`src/design/ibc_pkg.sv`:
```
// Shared types and codes of the inode and block bitmap checker.
package ibc_pkg;

	localparam int CMD_W     = 2;
	localparam int WORD_W    = 32;
	localparam int POS_W     = 6;
	localparam int FDB_W     = 6;
	localparam int BCOUNT_W  = 7;
	localparam int VERDICT_W = 4;
	localparam int TOTAL_W   = 16;

	// item commands
	localparam logic [CMD_W-1:0] CMD_PTR   = 2'd0;
	localparam logic [CMD_W-1:0] CMD_DATA  = 2'd1;
	localparam logic [CMD_W-1:0] CMD_INODE = 2'd2;
	localparam logic [CMD_W-1:0] CMD_PASS  = 2'd3;

	// verdict codes
	localparam logic [VERDICT_W-1:0] V_IGNORED    = 4'd0;
	localparam logic [VERDICT_W-1:0] V_FIRST_REF  = 4'd1;
	localparam logic [VERDICT_W-1:0] V_DUPLICATE  = 4'd2;
	localparam logic [VERDICT_W-1:0] V_BAD_PTR    = 4'd3;
	localparam logic [VERDICT_W-1:0] V_DATA_OK    = 4'd4;
	localparam logic [VERDICT_W-1:0] V_MARK_UNREF = 4'd5;
	localparam logic [VERDICT_W-1:0] V_REF_UNMARK = 4'd6;
	localparam logic [VERDICT_W-1:0] V_INODE_OK   = 4'd7;
	localparam logic [VERDICT_W-1:0] V_LIVE_UNMRK = 4'd8;
	localparam logic [VERDICT_W-1:0] V_DEAD_MRK   = 4'd9;
	localparam logic [VERDICT_W-1:0] V_PASS_CLR   = 4'd10;

	// configuration register indexes
	localparam logic CFG_FIRST_DATA  = 1'b0;
	localparam logic CFG_BLOCK_COUNT = 1'b1;

	localparam logic [TOTAL_W-1:0] TOTAL_MAX = 16'hFFFF;

	typedef struct packed {
		logic [CMD_W-1:0]  cmd;
		logic [WORD_W-1:0] link_count;
		logic [WORD_W-1:0] delete_stamp;
		logic [WORD_W-1:0] pointer_value;
		logic [POS_W-1:0]  bitmap_position;
		logic              marked;
	} item_t;

	typedef struct packed {
		logic busy;
		logic we;
	} sweep_t;

endpackage

```
`src/design/ibc_judge.sv`:
```
// Item stage: mark read, verdict, mark write-back with forwarding, problem counter.
module ibc_judge #(
	parameter int DEPTH = 64
) (
	input  logic                                clk,
	input  logic                                arst_n,
	input  logic                                accept,
	input  ibc_pkg::item_t                      item,
	input  logic [ibc_pkg::FDB_W-1:0]           first_data_block,
	input  logic [ibc_pkg::BCOUNT_W-1:0]        bound,
	output logic [$clog2(DEPTH)-1:0]            rd_addr,
	input  logic                                rd_mark,
	output logic                                mark_we,
	output logic [$clog2(DEPTH)-1:0]            mark_addr,
	output logic                                done,
	output logic [ibc_pkg::VERDICT_W-1:0]       verdict,
	output logic                                repaired_bit,
	output logic                                clear_entry,
	output logic [ibc_pkg::TOTAL_W-1:0]         problem_total
);

	localparam int AW = $clog2(DEPTH);

	// accept-side decode
	logic                          live_a;
	logic                          ptr_nz_a;
	logic                          ptr_ok_a;
	logic [ibc_pkg::BCOUNT_W-1:0]  blk_a;
	logic                          blk_ok_a;

	assign live_a   = (|item.link_count) && (item.delete_stamp == '0);
	assign ptr_nz_a = |item.pointer_value;
	assign ptr_ok_a = (item.pointer_value >= {26'd0, first_data_block}) &&
	                  (item.pointer_value < {25'd0, bound});
	assign blk_a    = {1'b0, item.bitmap_position} + {1'b0, first_data_block};
	assign blk_ok_a = blk_a < bound;
	assign rd_addr  = (item.cmd == ibc_pkg::CMD_DATA) ? AW'(blk_a) : AW'(item.pointer_value);

	logic                       valid_s1;
	logic [ibc_pkg::CMD_W-1:0]  cmd_s1;
	logic                       live_s1;
	logic                       ptr_nz_s1;
	logic                       ptr_ok_s1;
	logic                       blk_ok_s1;
	logic                       marked_s1;
	logic [AW-1:0]              addr_s1;

	always_ff @(posedge clk or negedge arst_n) begin
		if (!arst_n) begin
			valid_s1 <= 1'b0;
		end else begin
			valid_s1 <= accept;
		end
	end

	always_ff @(posedge clk) begin
		if (accept) begin
			cmd_s1    <= item.cmd;
			live_s1   <= live_a;
			ptr_nz_s1 <= ptr_nz_a;
			ptr_ok_s1 <= ptr_ok_a;
			blk_ok_s1 <= blk_ok_a;
			marked_s1 <= item.marked;
			addr_s1   <= rd_addr;
		end
	end

	// last cycle's mark write, not yet visible in the RAM read data
	logic          fwd_we_q;
	logic [AW-1:0] fwd_addr_q;
	logic          mark;

	assign mark = (fwd_we_q && (fwd_addr_q == addr_s1)) ? 1'b1 : rd_mark;

	logic [ibc_pkg::VERDICT_W-1:0] verdict_d;
	logic                          rep_d;
	logic                          clr_d;
	logic                          count_d;
	logic                          we_d;
	logic                          pass_d;
	logic [ibc_pkg::TOTAL_W-1:0]   total_q;
	logic [ibc_pkg::TOTAL_W-1:0]   total_d;

	always_comb begin
		verdict_d = ibc_pkg::V_IGNORED;
		rep_d     = 1'b0;
		clr_d     = 1'b0;
		count_d   = 1'b0;
		we_d      = 1'b0;
		pass_d    = 1'b0;
		unique case (cmd_s1)
			ibc_pkg::CMD_PASS: begin
				verdict_d = ibc_pkg::V_PASS_CLR;
				pass_d    = 1'b1;
			end
			ibc_pkg::CMD_PTR: begin
				if (live_s1 && ptr_nz_s1) begin
					if (!ptr_ok_s1) begin
						verdict_d = ibc_pkg::V_BAD_PTR;
						clr_d     = 1'b1;
						count_d   = 1'b1;
					end else if (mark) begin
						verdict_d = ibc_pkg::V_DUPLICATE;
						clr_d     = 1'b1;
						count_d   = 1'b1;
					end else begin
						verdict_d = ibc_pkg::V_FIRST_REF;
						we_d      = 1'b1;
					end
				end
			end
			ibc_pkg::CMD_DATA: begin
				if (blk_ok_s1) begin
					if (marked_s1 && !mark) begin
						verdict_d = ibc_pkg::V_MARK_UNREF;
						count_d   = 1'b1;
					end else if (!marked_s1 && mark) begin
						verdict_d = ibc_pkg::V_REF_UNMARK;
						rep_d     = 1'b1;
						count_d   = 1'b1;
					end else begin
						verdict_d = ibc_pkg::V_DATA_OK;
						rep_d     = marked_s1;
					end
				end
			end
			ibc_pkg::CMD_INODE: begin
				if (live_s1 && !marked_s1) begin
					verdict_d = ibc_pkg::V_LIVE_UNMRK;
					rep_d     = 1'b1;
					count_d   = 1'b1;
				end else if (!live_s1 && marked_s1) begin
					verdict_d = ibc_pkg::V_DEAD_MRK;
					clr_d     = 1'b1;
					count_d   = 1'b1;
				end else begin
					verdict_d = ibc_pkg::V_INODE_OK;
					rep_d     = live_s1;
				end
			end
		endcase

		if (pass_d) begin
			total_d = '0;
		end else if (count_d && (total_q != ibc_pkg::TOTAL_MAX)) begin
			total_d = total_q + 1'b1;
		end else begin
			total_d = total_q;
		end
	end

	assign mark_we   = valid_s1 && we_d;
	assign mark_addr = addr_s1;

	logic done_q;

	always_ff @(posedge clk or negedge arst_n) begin
		if (!arst_n) begin
			total_q  <= '0;
			done_q   <= 1'b0;
			fwd_we_q <= 1'b0;
		end else begin
			done_q   <= valid_s1;
			fwd_we_q <= mark_we;
			if (valid_s1) begin
				total_q <= total_d;
			end
		end
	end

	logic [ibc_pkg::VERDICT_W-1:0] verdict_q;
	logic                          rep_q;
	logic                          clr_q;

	always_ff @(posedge clk) begin
		fwd_addr_q <= addr_s1;
		if (valid_s1) begin
			verdict_q <= verdict_d;
			rep_q     <= rep_d;
			clr_q     <= clr_d;
		end
	end

	assign done          = done_q;
	assign verdict       = verdict_q;
	assign repaired_bit  = rep_q;
	assign clear_entry   = clr_q;
	assign problem_total = total_q;

endmodule
```
`config.mk`:
```
export PLATFORM = sky130hd
export DESIGN_NAME = ibc_judge
export DESIGN_NICKNAME = d
export VERILOG_FILES = /design/src/design/ibc_pkg.sv /design/src/design/ibc_judge.sv
export SDC_FILE = /design/constraint.sdc
export NUM_CORES = 1
export LEC_CHECK = 0
export BUFFER_PORTS_ARGS = -buffer_cell sky130_fd_sc_hd__buf_2
export CORE_MARGIN = 1
export CORE_UTILIZATION = 42
export CTS_CLUSTER_SIZE = 30
export DETAILED_ROUTE_END_ITERATION = 12
export PLACE_DENSITY = 0.81
export SETUP_SLACK_MARGIN = 0.1
export SLEW_MARGIN = 20
export SYNTH_ARGS = -nofsm -noshare
export SYNTH_HDL_FRONTEND = slang
export SYNTH_SLANG_ARGS = --single-unit
```
`constraint.sdc`:
```
create_clock -name clk -period 2.6 [get_ports clk]
set_input_delay 0.13 -clock clk [delete_from_list [all_inputs] [get_ports clk]]
set_output_delay 0.13 -clock clk [all_outputs]
set_load 0.02 [all_outputs]
```
-- Word level (Yosys, flattened, before mapping)
Cells that the tools add are included.
- multiplexer cells: 35
- add/subtract/negate cells: 2
- eq/ne operators: 6
- reduce and logical (&&, ||, !) cells: 19
- $lt $le $gt $ge: 3
- operators by type and width (kind ; count):
    32-bit OR reduction ; 2
    32-bit by 6-bit >= comparator with 1-bit output ; 1
    32-bit zero test ; 1
    32-bit by 7-bit < comparator with 1-bit output ; 1
    16-bit 2-to-1 mux ; 2
    1-bit 2-to-1 mux ; 20
    16-bit by 1-bit adder with 16-bit output, second input constant ; 1
    16-bit inequality test, second input constant ; 1
    4-bit case mux with 4 select lines ; 1
    1-bit logical AND ; 10
    2-bit 2-to-1 mux ; 5
    4-bit 2-to-1 mux ; 2
    6-bit by 6-bit adder with 7-bit output ; 1
    7-bit < comparator ; 1
    6-bit equality test ; 1
    6-bit 2-to-1 mux ; 1
    2-bit by 1-bit equality test with 1-bit output, second input constant ; 2
    2-bit equality test, second input constant ; 2
    1-bit case mux with 2 select lines ; 2
    1-bit zero test ; 3
    3-bit 2-to-1 mux ; 1
    1-bit case mux with 3 select lines ; 1
    2-bit zero test ; 1
    2-bit AND reduction ; 1
    2-bit nonzero test ; 1
- word-level logic and storage cells: 80
- input bits: 122
- output and inout port bits: 36
- bits in registers: 44

-- Depth between registers and ports, before layout
Gate-level depths: netlist of the first run.
- word-level depth: 11
- depth in mapped cells: 12
- gate-level depth less buffers: 12

-- Worst setup path before layout of the first run
OpenSTA, ideal clock, no wires.
- kind: register to register
- start: register addr_s1[2] (netlist: mark_addr[2])
- end: register total_q, in the netlist problem_total[3]
- path buffers: 1
- setup slack: -122 ps
- period minus slack after synthesis: 2722 ps
- data arrival time: 2653 ps
- stages on the path, launching flop included: 13
- path through: edfxtp_1 xor2_1 nor3_1 and2_1 nor2_1 ha_1 nand3_1 nand3_1 o41ai_2 or2_2 buf_6 or4_1 nand3_1
- cells in the longest elaborated chain, start to end: 11
- ends and longest elaborated chain (item ; line ; RTL):
    from (decl) ; ibc_judge.sv:46 ; logic [AW-1:0] addr_s1;
    from (signal assigned) ; ibc_judge.sv:64 ; addr_s1 <= rd_addr;
    6-bit equality test * ; ibc_judge.sv:73 ; assign mark = (fwd_we_q && (fwd_addr_q == addr_s1)) ? 1'b1 : rd_mark;
    1-bit logical AND * ; ibc_judge.sv:73 ;
    1-bit 2-to-1 mux * ; ibc_judge.sv:73 ;
    1-bit logical AND / 1-bit zero test (equally long branches) ; ibc_judge.sv:117, ibc_judge.sv:114 ;
    1-bit 2-to-1 mux / 1-bit logical AND (equally long branches) ; ibc_judge.sv:117, ibc_judge.sv:114 ;
    1-bit 2-to-1 mux ; ibc_judge.sv:114 ; if (marked_s1 && !mark) begin
    1-bit 2-to-1 mux ; ibc_judge.sv:113 ; if (blk_ok_s1) begin
    1-bit case mux with 3 select lines * ; ibc_judge.sv:91 ; unique case (cmd_s1)
    1-bit logical AND * ; ibc_judge.sv:145 ; end else if (count_d && (total_q != ibc_pkg::TOTAL_MAX)) begin
    2-bit nonzero test (no line) * ; - ;
    2-bit AND reduction (no line) * ; - ;
    to (signal assigned) ; ibc_judge.sv:166 ; total_q <= total_d;
    to (decl) ; ibc_judge.sv:81 ; logic [ibc_pkg::TOTAL_W-1:0] total_q;
Mark *: on every way between the ends. The rest lies on a longest branch, timed or not.
A chain may end at the register's enable or synchronous reset.

-- Worst setup path in the final report of the first run
- start: register addr_s1[1] (netlist: mark_addr[1])
- end: register total_q, in the netlist problem_total[9]
The elaborated chain is that of the path after synthesis.

==> results.json, run 1 <==
{
  "placed_cells": 568,
  "start_kind": "flip-flop",
  "cts_num_sinks": 44,
  "crit_chain": "xor2_1, nor3_2, and2_4, nor2_4, ha_4, nand3_4, nand3_4, o41ai_4, or2_4, or3_1, o311ai_1",
  "comb_power_share_pct": 34.4,
  "min_to": "cmd_s1[1]$_DFFE_PP_",
  "netlist_area_um2": 3050,
  "p_int_mw": 1.45,
  "die_area_um2": 7620,
  "worstPathMaxFanout": 5,
  "gp_congestion": 0.831,
  "crit_start": "mark_addr[1]$_DFFE_PP_",
  "fin_ws_ns": 0.0913,
  "vias_per_cell": 5.37,
  "yosysTopAreaCell": "edfxtp_1",
  "worst_pin_slew_ns": 0.577,
  "clk_transition_reported_paths_ns": 0.09,
  "overflow": 0,
  "htree_levels": 2,
  "cpMostUsedCell": "nand3_4",
  "p_sw_uw": 791,
  "stdcell_count": 589,
  "cap_viol_max_count": 0,
  "reg2reg_to": "problem_total[9]$_DFFE_PN0P_",
  "wl_per_cell_um": 14.9,
  "first_pass_iters": 4,
  "crit_arrival_ns": 2.71,
  "min_period_over_period_pct": 96.5,
  "start_util_pct": 44.2,
  "slowest_stage": "edfxtp_1",
  "core_area_um2": 6910,
  "p_seq_share_pct": 41.4,
  "ios": 158,
  "finish.net_count": 650,
  "p_sw_share_pct": 35.2,
  "cts_buffers": 5,
  "hold_viol": 0,
  "synth_most_common_cell": "ha_1",
  "outcome": "finished, final reports clean",
  "postSynthCellCount": 318,
  "drive_gt1_share_pct": 42.0,
  "crit_family": "simple AND/OR/NAND/NOR gates",
  "place_ws_ns": 0.0328,
  "area_delta_synth_final_pct": 41.0,
  "worstSkewPairLatency_ns": 0.30,
  "clock.fmax_mhz": 399,
  "critPathKind": "flip-flop to flip-flop",
  "synthArstFlopShare_pct": 43.2,
  "antenna_cells": 0,
  "drc": 0,
  "totalWireLength_um": 8760,
  "reg2reg_slack_ns": 0.09,
  "worst_slew_margin_rel_pct": 61.6,
  "endpoint_kind": "flip-flop",
  "whs_path_depth": 1,
  "synth_edf_count": 19,
  "vias": 3162,
  "cts_tree": "done",
  "rows": 30,
  "grt_max_degree": 20,
  "synth_fp_nets": 476,
  "ant_nets": 0,
  "yosys_warnings": 0,
  "synth.top_cells.by_area": "edfxtp_1, dfrtp_1, ha_1",
  "cts_buffer_depth": 2,
  "antenna_found_initial": 0,
  "avgSynthCellArea_um2": 9.60,
  "fp.dieW_um": 87.3,
  "reg2regPathDepth": 11,
  "fp.dieH_um": 87.3,
  "grt_util_all_layers_pct": 23.2,
  "leakagePower_nw": 2.06,
  "critPathMaxStageDelay_ns": 0.41,
  "grt_pass1_vias": 3093,
  "finalMaxSlewViolations": 0,
  "dp.final_hpwl_um": 7000,
  "hold_start": "item[104]",
  "fin_skew_ns": 0.00692,
  "drt_iter0_markers": 175,
  "rsz0062_at_grt": "true",
  "fin_crit_ns": 2.51,
  "rr_startpoint": "mark_addr[1]$_DFFE_PP_",
  "setup_viol": 0,
  "synthTopCellsByCount": "ha_1, inv_1, nor4_1, nand2_1, nor2_1",
  "clockPowerShare_pct": 24.2,
  "synth_top_area_share_pct": 18.7,
  "crit_buf_inv": 0,
  "grt_pass1_wl_um": 14100,
  "cts_root_buffer": "clkbuf_8",
  "p_per_area_nw_per_um2": 521,
  "tns_ns": 0,
  "synth_flop_cell": "edfxtp_1",
  "synth.yosys.seq_area_share_pct": 38.2,
  "port_buffers": 157,
  "min-delay-path-class": "primary input to flip-flop",
  "ir_worst_vdd_uv": 236,
  "ys_ff_latch": 44,
  "crit_required_ns": 2.80,
  "synth_cell_types": 56
}
## kinds of logic (layout without fill, tap and decap cells)
| group | after synthesis | in the layout | share of synthesized area [%] |
|---|---|---|---|
| xor gates and xnor gates | 11 | 11 | 3.15 |
| AOI/OAI and AO/OA | 60 | 60 | 14.7 |
| adders and majority gates | 36 | 36 | 15.0 |
| and+or+nand+nor | 126 | 127 | 22.2 |
| DFF | 44 | 44 | 38.2 |
| muxes | 6 | 6 | 2.17 |
| buffers and inverters | 35 | 209 | 4.59 |
## cell usage in the layout, fill, tap and decap left out, types with 9 or more instances in the layout
| cell type | n |
|---|---|
| ha_1 | 34 |
| nor4_1 | 25 |
| buf_2 | 157 |
| buf_4 | 12 |
| nand3_1 | 16 |
| dfrtp_1 | 19 |
| nor2_1 | 17 |
| a21oi_1 | 9 |
| inv_1 | 28 |
| a21o_1 | 9 |
| nand2_1 | 21 |
| edfxtp_1 | 19 |
## timing repair
item	CTS	global route
gates cloned	0	1
endpoints found under the setup margin	6	15
hold buffers	2	0
gates resized for setup	0	17
hold endpoints to repair	20	0
setup buffers	6	4
pin swaps	1	10
## flip-flops by register name (all words and copies together) (netlist names), 2 cells and up
signal	cells
fwd_addr_q	6
problem_total	16
cmd_s1	2
mark_addr	6
verdict	4
## cell type report
| class | instances | area, um2 |
|---|---|---|
| fillers | 592 | 2600 |
| multi-input cells | 240 | 1880 |
| inverters | 28 | 105 |
| flip-flops and latches | 44 | 1170 |
| well taps | 96 | 120 |
| clock inverters | 3 | 46.3 |
| repair buffers | 173 | 918 |
| clock buffers | 5 | 68.8 |
## stage by stage
step,utilization [%],area (um2),power (mW),hold slack [ns]
floorplan,-,3100,1.35,-0.166
global placement,57.9,4000,1.61,0.104
detailed placement,57.9,4000,1.64,0.105
CTS,60.5,4180,2.20,0.00708
global route,62.4,4310,2.37,0.000397
finish,62.4,4310,2.24,0.0104
## worst max-delay path by stage
| stage | to | slack, ns | depth (start not counted) |
|---|---|---|---|
| after floorplan | problem_total[3]$_DFFE_PN0P_ | 0.02 | 12 |
| after global placement | problem_total[9]$_DFFE_PN0P_ | 0.11 | 11 |
| after detailed placement | problem_total[6]$_DFFE_PN0P_ | 0.03 | 11 |
| after CTS | problem_total[9]$_DFFE_PN0P_ | 0.08 | 11 |
| after global routing | problem_total[9]$_DFFE_PN0P_ | -0.04 | 11 |
| final | problem_total[9]$_DFFE_PN0P_ | 0.09 | 11 |
## metal layers
layer / GRT usage, % / up-vias / part of all wire [%]
li1: - / 1546 / -
met1: 29.1 / 1484 / 43
met2: 39.6 / 116 / 49
met3: 5.21 / 16 / 6.6
met4: 7.45 / 0 / 1.7
met5: 0 / - / 0
## power groups by stage
stage                     Sequential, mW  Clock, mW  Combinational [mW]
final                              0.929      0.543               0.772
after global routing               0.940      0.579               0.850
after CTS                          0.921      0.549               0.727
after detailed placement           0.938          0               0.706
after global placement             0.929          0               0.679
after floorplan                     1.00          0               0.349
No activity file was read; power rests on OpenSTA's default activity.
==> run 2: changes to the inputs <==
--- a/config.mk
+++ b/config.mk
@@ -7,12 +7,11 @@
 export LEC_CHECK = 0
 export BUFFER_PORTS_ARGS = -buffer_cell sky130_fd_sc_hd__buf_2
 export CORE_MARGIN = 1
-export CORE_UTILIZATION = 42
+export CORE_UTILIZATION = 50
 export CTS_CLUSTER_SIZE = 30
 export DETAILED_ROUTE_END_ITERATION = 12
-export PLACE_DENSITY = 0.81
+export PLACE_DENSITY = 0.9
 export SETUP_SLACK_MARGIN = 0.1
-export SLEW_MARGIN = 20
 export SYNTH_ARGS = -nofsm -noshare
 export SYNTH_HDL_FRONTEND = slang
 export SYNTH_SLANG_ARGS = --single-unit
==> constraint.sdc (replaced) <==
create_clock -name clk -period 3.1 [get_ports clk]
set_input_delay 0.155 -clock clk [delete_from_list [all_inputs] [get_ports clk]]
set_output_delay 0.155 -clock clk [all_outputs]
set_load 0.02 [all_outputs]
==> run 2 against run 1 <==
  * Clock power decreased by 17%
  * Worst hold slack improved by 0.017 ns
  * Critical endpoint is now problem_total[6]$_DFFE_PN0P_
  * Die area decreased by 16%
  * Power decreased by 19%
  * Largest cell class unchanged
==> results.json, run 2 (synthesis gave the netlist of run 1 again) <==
{
  "setup_viol": 0,
  "start_kind": "flip-flop",
  "area_delta_synth_final_pct": 32.2,
  "crit_required_ns": 3.30,
  "antenna_found_initial": 0,
  "fp.dieH_um": 80.2,
  "regArea_um2": 1170,
  "cts_num_sinks": 44,
  "wl_per_cell_um": 16.2,
  "fin_skew_ns": 0.00810,
  "clk_transition_reported_paths_ns": 0.09,
  "ir_worst_vdd_uv": 365,
  "endpoint_kind": "flip-flop",
  "drive_gt1_share_pct": 37.7,
  "comb_power_share_pct": 32.2,
  "die_area_um2": 6420,
  "grt_max_degree": 20,
  "fp.dieW_um": 80.2,
  "vias": 3237,
  "largest_register_ffs": 16,
  "min-delay-path-class": "primary input to flip-flop",
  "rows": 28,
  "cts_buffer_depth": 2,
  "htree_levels": 2,
  "drt_iter0_markers": 254,
  "finalMaxSlewViolations": 0,
  "outcome": "finished, final reports clean",
  "crit_arrival_ns": 3.01,
  "p_total_mw": 1.81,
  "fin_crit_ns": 2.81,
  "gp_congestion": 0.894,
  "worst_slew_margin_rel_pct": 62.4,
  "worstPathMaxFanout": 7,
  "mostFrequentLayoutCell": "buf_2",
  "cts_tree": "done",
  "grt_pass1_vias": 3031,
  "core_area_um2": 5920,
  "port_buffers": 157,
  "p_per_area_nw_per_um2": 448,
  "fin_ws_ns": 0.291,
  "ios": 158,
  "vias_per_cell": 5.85,
  "dp.final_hpwl_um": 7370,
  "critPathKind": "flip-flop to flip-flop",
  "finish.net_count": 635,
  "fin_area_um2": 4040,
  "placedInstanceArea_um2": 3910,
  "overflow": 0,
  "placed_cells": 544,
  "grt_util_all_layers_pct": 29.5,
  "hold_viol": 0,
  "p_seq_share_pct": 42.8,
  "clockPowerShare_pct": 24.9,
  "place_ws_ns": 0.241,
  "stdcell_count": 553,
  "antenna_cells": 0,
  "grt_pass1_wl_um": 14400,
  "first_pass_iters": 5,
  "layout_common_cells": "buf_2, ha_1, inv_1",
  "p_sw_uw": 631,
  "worstSkewPairLatency_ns": 0.31,
  "rsz0062_at_grt": "false",
  "drc": 0,
  "worst_pin_slew_ns": 0.565,
  "cts_root_buffer": "clkbuf_8",
  "cts_buffers": 5,
  "fillCellCount": 467,
  "min_period_over_period_pct": 90.6,
  "tns_ns": 0,
  "p_sw_share_pct": 34.9,
  "cap_viol_max_count": 0,
  "leakagePower_nw": 1.97,
  "totalWireLength_um": 8980,
  "start_util_pct": 51.6,
  "clock.fmax_mhz": 356,
  "ant_nets": 0,
  "p_int_mw": 1.18,
  "multi_input_area_um2": 1750
}
==> run 2: cell types whose count changed in the layout (fill, tap and decap cells not counted), moves of 2 or more <==
cell,change
nand3_4,-2
nor2_1,+3
buf_6,-2
nand3_1,+2
nor2_4,-3
buf_4,-11
==> run 2: routing by layer <==
layer	global-route usage, %	vias to the layer above	routed length [um]
met5	0	-	0
met3	7.73	22	803
met1	37.5	1517	3830
met2	48.2	182	4140
met4	10.4	0	211
li1	-	1516	-
==> run 2: metrics by stage <==
stage | util (%) | hold WS (ns)
6_report | 68.2 | 0.0270
5_1_grt | 68.2 | 0.0133
4_1_cts | 68.1 | 0.0224
3_5_place_dp | 66.0 | 0.128
3_3_place_gp | 66.0 | 0.120
2_1_floorplan | - | -0.141
==> run 2: critical path, stage by stage, from the launching register on <==
cell      delay, ns
edfxtp_1       0.44
xnor2_1        0.16
and4_1         0.18
and2_1         0.15
nor2_1         0.22
ha_1           0.28
nand3_1        0.10
nand4b_1       0.11
a21oi_1        0.36
nor2_1         0.23
and3_1         0.21
a221o_1        0.25
==> run 2: final timing paths <==
check / startpoint / to / slack, ns / depth (start not counted)
setup / recovery: mark_addr[4]$_DFFE_PP_ / problem_total[6]$_DFFE_PN0P_ / 0.29 / 11
setup reg to reg: mark_addr[4]$_DFFE_PP_ / problem_total[6]$_DFFE_PN0P_ / 0.29 / 11
min in group asynchronous: arst_n / problem_total[9]$_DFFE_PN0P_ / 0.33 / 2
hold / removal: item[0] / marked_s1$_DFFE_PP_ / 0.03 / 1
hold reg to reg: mark_addr[1]$_DFFE_PP_ / fwd_addr_q[1]$_DFF_P_ / 0.42 / 0
max in group asynchronous: arst_n / problem_total[10]$_DFFE_PN0P_ / 2.44 / 2
==> run 2: final cells by class <==
class | instances | share of cell area [%]
Multi-Input combinational cell | 239 | 43.4
Sequential cell | 44 | 28.9
Timing Repair Buffer | 159 | 19.9
Inverter | 28 | 2.60
Tap cell | 75 | 2.32
Clock buffer | 5 | 1.70
Clock inverter | 3 | 1.15
==> run 2: what timing repair did <==
action | 4_1_cts | 5_1_grt
buffers inserted | 0 | 0
endpoints found under the hold margin | 19 | 0
resized for setup | 0 | 2
hold buffers | 1 | 0
endpoints found under the setup margin | 0 | 1
==> run 2: power groups by stage <==
stage / combinational, mW / clock (mW) / sequential, mW
floorplan: 0.280 / 0 / 0.842
global placement: 0.546 / 0 / 0.779
detailed placement: 0.575 / 0 / 0.787
CTS: 0.579 / 0.458 / 0.774
global route: 0.645 / 0.479 / 0.790
finish: 0.583 / 0.451 / 0.775
==> run 3: changes to the inputs <==
--- a/config.mk
+++ b/config.mk
@@ -10,6 +10,7 @@
 export CORE_UTILIZATION = 50
 export CTS_CLUSTER_SIZE = 30
 export DETAILED_ROUTE_END_ITERATION = 12
+export HOLD_SLACK_MARGIN = 0.15
 export PLACE_DENSITY = 0.9
 export SETUP_SLACK_MARGIN = 0.1
 export SYNTH_ARGS = -nofsm -noshare
==> run 3 against run 2 <==
  * First-iteration DRC count decreased by 7.9%
  * Die area unchanged
  * Clock skew decreased by 0.0016 ns
  * Clock power about the same
  * Utilization increased by 0.68 points
  * Global-route usage increased by 0.24 points
  * Power increased by 0.17%
  * Critical path depth unchanged
  * Final cell count increased by 0.72%
  * Fmax increased by 0.30%
  * Via count increased by 0.15%
==> results.json, run 3 (synthesis gave the netlist of run 1 again) <==
{
  "outcome": "finished, final reports clean",
  "tns_ns": 0,
  "worstPathMaxFanout": 7,
  "crit_required_ns": 3.30,
  "cpMostUsedCell": "nor2_1",
  "largest_register_ffs": 16,
  "vias": 3242,
  "wl_per_cell_um": 16.2,
  "comb_power_share_pct": 32.4,
  "p_sw_uw": 631,
  "p_seq_share_pct": 42.7,
  "crit_start": "mark_addr[4]$_DFFE_PP_",
  "fin_skew_ns": 0.00654,
  "grt_pass1_vias": 3062,
  "port_buffers": 157,
  "clk_transition_reported_paths_ns": 0.09,
  "rsz0062_at_grt": "false",
  "p_sw_share_pct": 34.8,
  "mostFrequentLayoutCell": "buf_2",
  "ir_worst_vdd_uv": 364,
  "ant_nets": 0,
  "totalWireLength_um": 9040,
  "start_kind": "flip-flop",
  "cts_buffer_depth": 2,
  "min-delay-path-class": "primary input to flip-flop",
  "cts_num_sinks": 44,
  "fin_crit_ns": 2.80,
  "grt_pass1_wl_um": 14600,
  "fp.dieW_um": 80.2,
  "ios": 158,
  "hold_viol": 0,
  "p_total_mw": 1.81,
  "fp.dieH_um": 80.2,
  "antenna_found_initial": 0,
  "finish.net_count": 639,
  "crit_buf_inv": 0,
  "area_delta_synth_final_pct": 33.5,
  "cts_buffers": 5,
  "clockPowerShare_pct": 24.8,
  "antenna_cells": 0,
  "finalMaxSlewViolations": 0,
  "first_pass_iters": 5,
  "cts_setup_buffers": 0,
  "die_area_um2": 6420,
  "htree_levels": 2,
  "vias_per_cell": 5.82,
  "rr_startpoint": "mark_addr[4]$_DFFE_PP_",
  "endpoint_kind": "flip-flop",
  "hold_start": "item[14]",
  "setup_viol": 0,
  "layout_common_cells": "buf_2, ha_1, inv_1",
  "slowest_stage": "edfxtp_1",
  "rows": 28,
  "grt_util_all_layers_pct": 29.7,
  "cts_root_buffer": "clkbuf_8",
  "drive_gt1_share_pct": 37.3,
  "gp_congestion": 0.894,
  "worstSkewPairLatency_ns": 0.31,
  "drt_iter0_markers": 234,
  "critPathKind": "flip-flop to flip-flop",
  "placedInstanceArea_um2": 3910,
  "p_int_mw": 1.18,
  "overflow": 0,
  "crit_family": "simple AND/OR/NAND/NOR gates",
  "start_util_pct": 51.6,
  "worst_pin_slew_ns": 0.562,
  "crit_arrival_ns": 3.00,
  "crit_chain": "xnor2_1, and4_1, and2_1, nor2_1, ha_1, nand3_1, nand4b_1, a21oi_1, nor2_1, and3_1, a221o_1",
  "utilization_pct": 68.9,
  "drc": 0,
  "p_per_area_nw_per_um2": 445,
  "core_area_um2": 5920,
  "grt_max_degree": 20,
  "min_period_over_period_pct": 90.3,
  "clock.fmax_mhz": 357,
  "cts_tree": "done",
  "worst_slew_margin_rel_pct": 62.6,
  "fin_area_um2": 4080,
  "cap_viol_max_count": 0,
  "leakagePower_nw": 1.98,
  "critPathMaxStageDelay_ns": 0.44,
  "dp.final_hpwl_um": 7370
}
==> run 3: cell types whose count changed in the layout (fill, tap and decap cells not counted), sizes merged <==
cell | previous run | this run
dlygate4sd3 | 1 | 5
==> run 3: final timing paths <==
path | to | slack, ns | cells after the start
min in group asynchronous | problem_total[8]$_DFFE_PN0P_ | 0.33 | 2
hold / removal | ptr_nz_s1$_DFFE_PP_ | 0.21 | 3
setup / recovery | problem_total[6]$_DFFE_PN0P_ | 0.30 | 11
hold reg to reg | fwd_addr_q[1]$_DFF_P_ | 0.42 | 0
setup reg to reg | problem_total[6]$_DFFE_PN0P_ | 0.30 | 11
max in group asynchronous | problem_total[10]$_DFFE_PN0P_ | 2.44 | 2
==> run 3: repair_timing <==
item,CTS,global route
hold buffers,5,0
gates resized for setup,0,2
hold endpoints to repair,23,0
endpoints found under the setup margin,0,1
==> run 3: area by class of cell <==
type | count | area, um2
Multi-Input combinational cell | 239 | 1750
Sequential cell | 44 | 1170
Clock buffer | 5 | 68.8
Timing Repair Buffer | 163 | 843
Inverter | 28 | 105
Clock inverter | 3 | 46.3
Fill cell | 462 | 1840
Tap cell | 75 | 93.8
==> run 3: worst min-delay path: cells and delay by family <==
family / cells / cell delay (ns)
buf+inv: 1 / 0.11
simple gates: 2 / 0.14
==> run 3: per-layer routing <==
| metal | part of all wire, % | routed length, um | vias up | global-route usage [%] |
|---|---|---|---|---|
| li1 | - | - | 1523 | - |
| met1 | 43 | 3870 | 1519 | 37.5 |
| met2 | 46 | 4170 | 173 | 48.6 |
| met3 | 8.4 | 758 | 27 | 7.95 |
| met4 | 2.6 | 235 | 0 | 10.7 |
| met5 | 0 | 0 | - | 0 |
==> run 3: stage by stage <==
stage               setup slack [ns]  std cells  hold WS (ns)
finish                         0.300        557         0.212
detailed placement             0.241        544         0.128
global placement               0.390        544         0.120
global route                   0.119        557         0.229
floorplan                      0.378        318        -0.141
CTS                            0.221        557         0.203
==> run 3: power by group through the flow <==
stage	Sequential (mW)	Combinational, mW	Clock (mW)
detailed placement	0.787	0.575	0
finish	0.775	0.588	0.450
global placement	0.779	0.546	0
floorplan	0.842	0.280	0
global route	0.790	0.649	0.479
CTS	0.774	0.583	0.458
